[src/hw/rtl/ipcv_pkg.sv]
// Package for the IPv4 CIDR string validator.
// Character codes, field limits and the step struct shared by the modules.
// No dependencies.
package ipcv_pkg;

  localparam int unsigned MAX_CHARS_DEF = 20;

  localparam logic [7:0] CH_NUL   = 8'h00;
  localparam logic [7:0] CH_DOT   = 8'h2E;
  localparam logic [7:0] CH_SLASH = 8'h2F;
  localparam logic [7:0] CH_ZERO  = 8'h30;
  localparam logic [7:0] CH_NINE  = 8'h39;

  localparam logic [9:0] OCTET_LIMIT   = 10'd255;
  localparam logic [9:0] PREFIX_LIMIT  = 10'd32;
  localparam logic [1:0] OCTET_DIGITS  = 2'd3;
  localparam logic [1:0] PREFIX_DIGITS = 2'd2;
  localparam logic [1:0] LAST_OCTET    = 2'd3;

  // one character handed from the input register to the parser
  typedef struct packed {
    logic       fire;
    logic [7:0] ch;
  } ipcv_step_t;

endpackage

[src/hw/rtl/ipcv_if.sv]
// Handshake channels of the IPv4 CIDR string validator.
// ipcv_ch_if carries one character, ipcv_res_if one validity result. No dependencies.
interface ipcv_ch_if;
  logic       valid;
  logic       ready;
  logic [7:0] ch;

  modport source (output valid, output ch, input ready);
  modport sink   (input valid, input ch, output ready);
endinterface

interface ipcv_res_if;
  logic valid;
  logic ready;
  logic valid_res;

  modport source (output valid, output valid_res, input ready);
  modport sink   (input valid, input valid_res, output ready);
endinterface

[src/hw/rtl/ipv4_cidr_string_validator.sv]
// IPv4 CIDR string validator: top level.
// Input register, ipcv_parse state update, output register. Depends on ipcv_pkg, ipcv_if.
//
// Usage:
//   in_chan  : one ASCII character per item (ch); 8'h00 ends the string.
//   out_chan : one item (valid_res) per ending NUL, 1 when the string had the
//              form a.b.c.d/p with octets <= 255 and prefix <= 32.
//   Characters past the first MAX_CHARS of a string are dropped silently.
//   Throughput: one character per cycle, sustained, including across strings, while out_chan takes its results.
//   Path: an accepted NUL is held in the input register, then the verdict
//   loads into the output register, from which out_chan offers it.
//   Reset (rst_n low, synchronous) clears the parser state and empties both
//   registers; the first character after reset starts a new string.
//   Stall: when out_chan is held off, characters keep flowing through the
//   parser until the next NUL reaches the input register; that NUL waits
//   there, and in_chan.ready drops, until the output register frees up.
module ipv4_cidr_string_validator import ipcv_pkg::*; #(
  parameter int unsigned MAX_CHARS = MAX_CHARS_DEF
) (
  input  logic              clk,
  input  logic              rst_n,
  ipcv_ch_if.sink           in_chan,
  ipcv_res_if.source        out_chan
);

  logic       s1_valid_r, s1_valid_nxt;
  logic [7:0] s1_ch_r;
  logic       out_valid_r, out_valid_nxt;
  logic       out_res_r;

  logic       out_free;
  logic       s1_is_nul;
  logic       s1_fire;
  logic       in_fire;
  logic       ok;
  ipcv_step_t step;

  assign out_free  = !out_valid_r || out_chan.ready;
  assign s1_is_nul = (s1_ch_r == CH_NUL);
  // only the NUL needs room in the output register
  assign s1_fire   = s1_valid_r && (!s1_is_nul || out_free);
  assign in_chan.ready = !s1_valid_r || s1_fire;
  assign in_fire   = in_chan.valid && in_chan.ready;

  assign step.fire = s1_fire;
  assign step.ch   = s1_ch_r;

  ipcv_parse #(.MAX_CHARS(MAX_CHARS)) u_parse (
    .clk   (clk),
    .rst_n (rst_n),
    .step  (step),
    .ok    (ok)
  );

  always_comb begin
    s1_valid_nxt  = in_fire ? 1'b1 : (s1_fire ? 1'b0 : s1_valid_r);
    out_valid_nxt = (s1_fire && s1_is_nul) ? 1'b1 :
                    (out_chan.ready ? 1'b0 : out_valid_r);
  end

  always_ff @(posedge clk) begin
    if (!rst_n) begin
      s1_valid_r  <= 1'b0;
      out_valid_r <= 1'b0;
    end else begin
      s1_valid_r  <= s1_valid_nxt;
      out_valid_r <= out_valid_nxt;
    end
  end

  always_ff @(posedge clk) begin
    if (in_fire) begin
      s1_ch_r <= in_chan.ch;
    end
    if (s1_fire && s1_is_nul) begin
      out_res_r <= ok;
    end
  end

  assign out_chan.valid     = out_valid_r;
  assign out_chan.valid_res = out_res_r;

endmodule

[src/hw/rtl/ipcv_parse.sv]
// Per-character parser state of the IPv4 CIDR string validator.
// Updates the octet/prefix state on each step and flags validity at the NUL.
// Depends on ipcv_pkg.
module ipcv_parse import ipcv_pkg::*; #(
  parameter int unsigned MAX_CHARS = MAX_CHARS_DEF
) (
  input  logic       clk,
  input  logic       rst_n,
  input  ipcv_step_t step,
  output logic       ok
);

  localparam int unsigned CW = $clog2(MAX_CHARS + 1);

  logic          in_prefix_r,      in_prefix_nxt;
  logic [1:0]    octet_pos_r,      octet_pos_nxt;
  logic [1:0]    digit_count_r,    digit_count_nxt;
  logic [9:0]    field_value_r,    field_value_nxt;
  logic          any_octet_over_r, any_octet_over_nxt;
  logic          error_seen_r,     error_seen_nxt;
  logic [CW-1:0] chars_taken_r,    chars_taken_nxt;

  logic       is_nul;
  logic       is_digit;
  logic [9:0] accum;

  assign is_nul   = (step.ch == CH_NUL);
  assign is_digit = (step.ch >= CH_ZERO) && (step.ch <= CH_NINE);
  // value*10 + digit; low nibble of an ASCII digit is its value
  assign accum    = (field_value_r << 3) + (field_value_r << 1) + 10'(step.ch[3:0]);

  assign ok = !error_seen_r && in_prefix_r && (digit_count_r != 2'd0) &&
              !any_octet_over_r && (field_value_r <= PREFIX_LIMIT);

  always_comb begin
    in_prefix_nxt      = in_prefix_r;
    octet_pos_nxt      = octet_pos_r;
    digit_count_nxt    = digit_count_r;
    field_value_nxt    = field_value_r;
    any_octet_over_nxt = any_octet_over_r;
    error_seen_nxt     = error_seen_r;
    chars_taken_nxt    = chars_taken_r;

    if (step.fire) begin
      if (is_nul) begin
        in_prefix_nxt      = 1'b0;
        octet_pos_nxt      = 2'd0;
        digit_count_nxt    = 2'd0;
        field_value_nxt    = 10'd0;
        any_octet_over_nxt = 1'b0;
        error_seen_nxt     = 1'b0;
        chars_taken_nxt    = '0;
      end else if (chars_taken_r < CW'(MAX_CHARS)) begin
        chars_taken_nxt = chars_taken_r + CW'(1);
        if (!error_seen_r) begin
          if (in_prefix_r) begin
            if (is_digit && (digit_count_r < PREFIX_DIGITS)) begin
              field_value_nxt = accum;
              digit_count_nxt = digit_count_r + 2'd1;
            end else begin
              error_seen_nxt = 1'b1;
            end
          end else if (is_digit) begin
            if (digit_count_r >= OCTET_DIGITS) begin
              error_seen_nxt = 1'b1;
            end else begin
              field_value_nxt = accum;
              digit_count_nxt = digit_count_r + 2'd1;
            end
          end else if (step.ch == CH_DOT) begin
            if ((digit_count_r == 2'd0) || (octet_pos_r >= LAST_OCTET)) begin
              error_seen_nxt = 1'b1;
            end else begin
              if (field_value_r > OCTET_LIMIT) any_octet_over_nxt = 1'b1;
              octet_pos_nxt   = octet_pos_r + 2'd1;
              digit_count_nxt = 2'd0;
              field_value_nxt = 10'd0;
            end
          end else if ((step.ch == CH_SLASH) && (octet_pos_r == LAST_OCTET)) begin
            if (digit_count_r == 2'd0) begin
              error_seen_nxt = 1'b1;
            end else begin
              if (field_value_r > OCTET_LIMIT) any_octet_over_nxt = 1'b1;
              in_prefix_nxt   = 1'b1;
              digit_count_nxt = 2'd0;
              field_value_nxt = 10'd0;
            end
          end else begin
            error_seen_nxt = 1'b1;
          end
        end
      end
    end
  end

  always_ff @(posedge clk) begin
    if (!rst_n) begin
      in_prefix_r      <= 1'b0;
      octet_pos_r      <= 2'd0;
      digit_count_r    <= 2'd0;
      field_value_r    <= 10'd0;
      any_octet_over_r <= 1'b0;
      error_seen_r     <= 1'b0;
      chars_taken_r    <= '0;
    end else begin
      in_prefix_r      <= in_prefix_nxt;
      octet_pos_r      <= octet_pos_nxt;
      digit_count_r    <= digit_count_nxt;
      field_value_r    <= field_value_nxt;
      any_octet_over_r <= any_octet_over_nxt;
      error_seen_r     <= error_seen_nxt;
      chars_taken_r    <= chars_taken_nxt;
    end
  end

  a_prefix_digits: assert property (@(posedge clk) disable iff (!rst_n)
    in_prefix_r |-> (digit_count_r <= PREFIX_DIGITS) && (octet_pos_r == LAST_OCTET))
    else $error("prefix state inconsistent");

  a_chars_bound: assert property (@(posedge clk) disable iff (!rst_n)
    chars_taken_r <= CW'(MAX_CHARS))
    else $error("character count past limit");

  a_nul_clears: assert property (@(posedge clk) disable iff (!rst_n)
    (step.fire && is_nul) |=> (chars_taken_r == '0) && !error_seen_r && !in_prefix_r &&
                              (digit_count_r == 2'd0))
    else $error("state not cleared after end of string");

  a_error_held: assert property (@(posedge clk) disable iff (!rst_n)
    (error_seen_r && !(step.fire && is_nul)) |=> error_seen_r)
    else $error("error dropped before end of string");

endmodule

[src/flat_wrapper.sv]
// flat-port wrapper written by rule: the top's interface ports become plain ports
module ipv4_cidr_string_validator_flat import ipcv_pkg::*;
#(
  parameter int unsigned MAX_CHARS = MAX_CHARS_DEF
)
  (clk, rst_n, in_chan_valid, in_chan_ch, in_chan_ready, out_chan_valid, out_chan_valid_res, out_chan_ready);
  ipcv_ch_if in_chan_i ();
  ipcv_res_if out_chan_i ();
  input  logic clk;
  input  logic rst_n;
  input wire logic [$bits(in_chan_i.valid)-1:0] in_chan_valid;
  input wire logic [$bits(in_chan_i.ch)-1:0] in_chan_ch;
  output wire logic [$bits(in_chan_i.ready)-1:0] in_chan_ready;
  output wire logic [$bits(out_chan_i.valid)-1:0] out_chan_valid;
  output wire logic [$bits(out_chan_i.valid_res)-1:0] out_chan_valid_res;
  input wire logic [$bits(out_chan_i.ready)-1:0] out_chan_ready;
  assign in_chan_i.valid = in_chan_valid;
  assign in_chan_i.ch = in_chan_ch;
  assign in_chan_ready = in_chan_i.ready;
  assign out_chan_valid = out_chan_i.valid;
  assign out_chan_valid_res = out_chan_i.valid_res;
  assign out_chan_i.ready = out_chan_ready;
  ipv4_cidr_string_validator #(.MAX_CHARS(MAX_CHARS)) u_core (.clk(clk), .rst_n(rst_n), .in_chan(in_chan_i), .out_chan(out_chan_i));
endmodule
[config.mk]
export PLATFORM = sky130hd
export DESIGN_NAME = ipv4_cidr_string_validator_flat
export DESIGN_NICKNAME = d
export VERILOG_FILES = /design/src/hw/rtl/ipcv_pkg.sv /design/src/hw/rtl/ipcv_if.sv /design/src/hw/rtl/ipv4_cidr_string_validator.sv /design/src/hw/rtl/ipcv_parse.sv /design/src/flat_wrapper.sv
export SDC_FILE = /design/constraint.sdc
export NUM_CORES = 1
export LEC_CHECK = 0
export BUFFER_PORTS_ARGS = -buffer_cell sky130_fd_sc_hd__buf_2
export CELL_PAD_IN_SITES_DETAIL_PLACEMENT = 1
export CELL_PAD_IN_SITES_GLOBAL_PLACEMENT = 1
export CORE_AREA = 3 3 62 121
export DETAILED_ROUTE_END_ITERATION = 8
export DIE_AREA = 0 0 65 124
export PLACE_DENSITY_LB_ADDON = 0.1
export SLEW_MARGIN = 5
export SYNTH_ARGS = -nofsm -noshare
export SYNTH_HDL_FRONTEND = slang
export SYNTH_SLANG_ARGS = --single-unit
[constraint.sdc]
create_clock -name clk -period 3.9 [get_ports clk]
set_clock_uncertainty 0.2 [all_clocks]
set_input_delay 0.585 -clock clk [delete_from_list [all_inputs] [get_ports clk]]
set_output_delay 0.585 -clock clk [all_outputs]
set_load 0.01 [all_outputs]
# After elaboration in Yosys (flattened, before gate mapping)
# Cells that the tools add are included.
# W data, S select, Z words.
# classes
reduce_logical	33
eq_ne	13
n_addsub	5
mux	64
magnitude_cmp	8
# ops
operator	count
$mux W10	11
$mux W2	18
$mux W1	33
$eq A8 B6 Y1 const B	2
$reduce_and A8 Y1	2
$add A10 B10 Y10	1
$add A10 B4 Y10	1
$gt A10 B8 Y1 const B	1
$le A10 B6 Y1 const B	1
$logic_and A1 B1 Y1	10
$mux W5	2
$ne A5 B4 Y1 const B	2
$reduce_bool A2 Y1	5
$ge A8 B6 Y1 const B	1
$le A8 B6 Y1 const B	1
$logic_not A8 Y1	1
$ne A2 B1 Y1 const B	4
$reduce_and A7 Y1	1
$ne A3 B2 Y1 const B	2
$add A5 B1 Y5 const B	1
$logic_not A1 Y1	5
$lt A5 B5 Y1 const B	1
$reduce_bool A5 Y1	1
$add A2 B1 Y2 const B	2
other kinds (10)	14
# word_totals
input_bits	12
ff_bits	33
output_inout_bits	3

# Depth between registers and ports, before layout
# depth
depth_word	10
ltp_mapped	9
depth_no_buf	9

# Cells and area by module
# From an unflattened synthesis, not the netlist that was laid out.
# unflattened
cells_unflattened	213
hier_area_um2	2009.4
# by_module_without_submodules
mod	seq_area_each_um2	n_inst	area_each_um2	cells_each
ipcv_parse	440.4	1	1596.5	189
ipv4_cidr_string_validator	310.3	1	412.9	24

# Worst setup path before layout
# No wires, ideal clock.
# synth_path
path_kind	flip-flop to flip-flop
from	register u_core.u_parse.field_value_r[0]
to	register u_core.u_parse.field_value_r[9]
path_buffers	0
synth_period_minus_slack_ns	2.518
setup_ns	0.117
t_arrival_ns	2.200
setup_slack_ns	1.382
required_ns	3.583
stages_incl_launch_ff	10
cell_sequence	dfxtp_1 > inv_1 > fa_1 > inv_1 > ha_1 > a21oi_1 > o211ai_1 > o41ai_1 > xnor2_1 > a32o_1
# synth_between
elab_chain_len	8
elab_cells_between_ends	9
# synth_rtl
element	line_no	text
start: declaration	ipcv_parse.sv:18	logic [9:0] field_value_r, field_value_nxt;
start signal: assignment	ipcv_parse.sv:109	field_value_r <= field_value_nxt;
$add A10 B10 Y10 (*)	ipcv_parse.sv:30	assign accum = (field_value_r << 3) + (field_value_r << 1) + 10'(step.ch[3:0]);
$add A10 B4 Y10 (*)	ipcv_parse.sv:30	
$mux W10	ipcv_parse.sv:64	if (digit_count_r >= OCTET_DIGITS) begin
$mux W10	ipcv_parse.sv:63	end else if (is_digit) begin
$mux W10 (*)	ipcv_parse.sv:56	if (in_prefix_r) begin
$mux W10 (*)	ipcv_parse.sv:55	if (!error_seen_r) begin
$mux W10 (*)	ipcv_parse.sv:53	end else if (chars_taken_r < CW'(MAX_CHARS)) begin
$mux W10 (*)	ipcv_parse.sv:45	if (is_nul) begin
# Mark *: on every way between the ends. The rest lies on a longest branch, timed or not. The select of a mux whose other input is x is not followed.
# A chain may end at the register's enable or synchronous reset.

# Worst setup path in the final report
# layout_path
from	register u_core.s1_ch_r[1]
to	output port in_chan_ready
# layout_between
elab_chain_len	5
# layout_rtl
element	line_no	text
start: declaration	ipv4_cidr_string_validator.sv:27	logic [7:0] s1_ch_r;
start signal: assignment	ipv4_cidr_string_validator.sv:73	s1_ch_r <= in_chan.ch;
$logic_not A8 Y1	ipv4_cidr_string_validator.sv:39	assign s1_is_nul = (s1_ch_r == CH_NUL);
$logic_not A1 Y1	ipv4_cidr_string_validator.sv:41	assign s1_fire = s1_valid_r && (!s1_is_nul || out_free);
$logic_or A1 B1 Y1	ipv4_cidr_string_validator.sv:41	
$logic_and A1 B1 Y1	ipv4_cidr_string_validator.sv:41	
$logic_or A1 B1 Y1	ipv4_cidr_string_validator.sv:42	assign in_chan.ready = !s1_valid_r || s1_fire;
end: declaration	flat_wrapper.sv:13	output wire logic [$bits(in_chan_i.ready)-1:0] in_chan_ready;
# Every way passes these cells.

==> results.yml <==
yosys:
  syn_area_per_cell_sq_um: 9.33
  synth_area_sq_um: 2010
  synthCells: 216
  ys_ff_latch: 33
  synth_cell_type_count: 52
  ys.flop_type: "dfxtp_1"
  synth_edf_count: 9
  yosys_warnings: 0
  syn_nets: 248
  yosysSeqAreaShare_pct: 37.3
  async_flop_share_pct: 0
setup_path:
  reg2reg_slack_ns: 1.13
  crit_type: "reg2out"
  cp_max_fo: 6
  critPathRequiredTime_ns: 3.12
  slowest_stage: "or4_1"
  slowest_delay_ns: 0.67
  worstSetupEndpointType: "primary output"
  startpoint_type: "register"
  arrival_ns: 2.18
  cp_cell_sequence: "or4_1, nor2_1, nand3_1, buf_2"
global_route:
  grt_pass1_wl_um: 9140
  grt_max_degree: 25
  grtUsageTotal_pct: 15.5
  grt_pass1_vias: 1766
  overflow: 0
  antenna_found_initial: 0
finish:
  area_growth_syn_to_layout_pct: 14.2
  antennaDiodeCount: 0
  fin_util_pct: 34.5
  nFillCells: 815
  mostFrequentLayoutCell: "nand2_1"
  drive_above_1_share_pct: 11.6
  nets: 263
  final_cell_mix: "27 x nand2_1, 24 x dfxtp_1, 18 x ha_1"
  fin_area_sq_um: 2300
detailed_routing:
  dr_wl_met3_um: 82
  wl_met1_um: 1860
  routed-wl-met2_um: 3320
  vias: 1631
  dr.pass1.iters: 4
  drt_iter0_markers: 27
  wl_per_cell_um: 17.1
  drc: 0
  wirelength_um: 5460
  ant_nets: 0
  viasPerCell: 5.10
  highest_layer: "met4"
clock_tree:
  cts.sinks: 33
  cts_buffers: 5
  insertion_delay_ns: 0.28
  h-tree-depth: 2
  cts_hold_buf: 0
  cts_post_setup_buffers_inserted: 0
  clock-root-buffer: "clkbuf_16"
  cts_tree: "done"
  clock_tree.buffer_depth: 2
  clk_pin_slew_ns: 0.05
  cts_resized: 0
timing:
  rsz0062_at_grt: "false"
  setup_violations: 0
  finalSetupTns_ns: 0
  hold_viol_final: 0
  layout_min_cycle_time_ns: 2.96
  slew_headroom_pct: 43.8
  fin_crit_sh_pct: 76.0
  drv_slew: 0
  worst_slew_pin_slew_ns: 0.839
  clock.fmax_ghz: 0.337
placed_design:
  post_dp_cell_area_sq_um: 2160
  dpl.hpwl_um: 4410
  portBuffers: 14
  gp_congestion: 0.750
pwr:
  vdd_drop_max_mv: 0.146
  power_density_nw_per_um2: 345
  comb_power_share_pct: 5.3
  clkPwrFrac_pct: 47.7
  swShare_pct: 23.2
  power.leakage_nw: 0.950
  seqPwrFrac_pct: 47.0
  p_sw_uw: 184
  internal_power_uw: 609
floorplan:
  die_area_sq_um: 8060
  dieHeight_um: 124
  start_util_pct: 30.2
  coreArea_sq_um: 6670
  die_x_um: 65
  rows: 42
  ios: 15
flow_run:
  maxCapViolations: 0
outcome:
  status: "complete, no violations"
min_path:
  worstHoldPathType: "reg2reg"
path summary, 6_finish.rpt:
check | startpoint | to | depth (start not counted)
max | u_core.s1_ch_r[1] | in_chan_ready | 4
max reg2reg | u_core.s1_ch_r[1] | u_core.u_parse.field_value_r[8] | 5
min reg2reg | u_core.u_parse.chars_taken_r[4] | u_core.u_parse.chars_taken_r[4] | 2
min | u_core.u_parse.chars_taken_r[4] | u_core.u_parse.chars_taken_r[4] | 2
state kept, by name (all words and copies together) (netlist names):
signal	cells
u_core.u_parse.any_octet_over_r	1
u_core.out_chan.valid	1
u_core.u_parse.error_seen_r	1
u_core.s1_ch_r	8
u_core.out_chan.valid_res	1
u_core.u_parse.octet_pos_r	2
u_core.u_parse.digit_count_r	2
u_core.u_parse.in_prefix_r	1
u_core.u_parse.chars_taken_r	5
u_core.u_parse.field_value_r	10
u_core.s1_valid_r	1
Yosys cell counts, types with 5 or more instances:
cell type / count / area share (%)
dfxtp_1: 24 / 24
nor2_1: 11 / 2.0
nand2_1: 27 / 5.0
nor3_1: 5 / 1.2
inv_1: 15 / 2.8
ha_1: 18 / 11
a21oi_1: 9 / 2.2
o21a_1: 5 / 1.9
o21ai_0: 7 / 1.7
edfxtp_1: 9 / 13
nand3_1: 9 / 2.2
mux2i_1: 11 / 5.5
area by class of cell:
type / count / area, sq um / area share, %
Tap cell: 88 / 110 / 4.79
Timing Repair Buffer: 14 / 70.1 / 3.05
Clock inverter: 3 / 12.5 / 0.544
Clock buffer: 5 / 125 / 5.44
Inverter: 15 / 56.3 / 2.45
Multi-Input combinational cell: 162 / 1180 / 51.1
Sequential cell: 33 / 751 / 32.6
metal layers:
layer | track usage, % | vias up
li1 | - | 813
met1 | 14.0 | 793
met2 | 31.4 | 16
met3 | 2.08 | 9
met4 | 8.48 | 0
met5 | 0 | -
power by group through the flow:
stage	registers [mW]	clock network (mW)	logic [mW]
floorplan	0.375	0	0.0296
global placement	0.380	0	0.0438
detailed placement	0.380	0	0.0438
CTS	0.373	0.389	0.0439
global route	0.375	0.400	0.0485
finish	0.373	0.378	0.0423
cells by family after synthesis:
kind of cell,after synthesis,share of synthesized area (%)
buffers and inverters,21,4.35
flip-flops,33,37.3
AO/OA/AOI/OAI,44,15.7
adder cells (fa/ha/maj),20,13.2
XOR/XNOR,5,2.17
multiplexers,11,5.47
AND/OR/NAND/NOR,82,21.9
metrics by stage:
step                power [mW]  instances  setup WS (ns)  hold WS (ns)
floorplan                0.405        216           1.38         0.222
global placement         0.424        312           1.18         0.232
detailed placement       0.424        312           1.14         0.239
CTS                      0.805        320          0.906         0.246
global route             0.823        320          0.800         0.273
finish                   0.793        320          0.936         0.242
worst max-delay path: cells and delay by family (launching register included):
kind          cells  cell delay (ns)
buf+inv           1             0.18
flops             1             0.42
simple gates      3             1.30
Power figures use the tool's default switching activity.
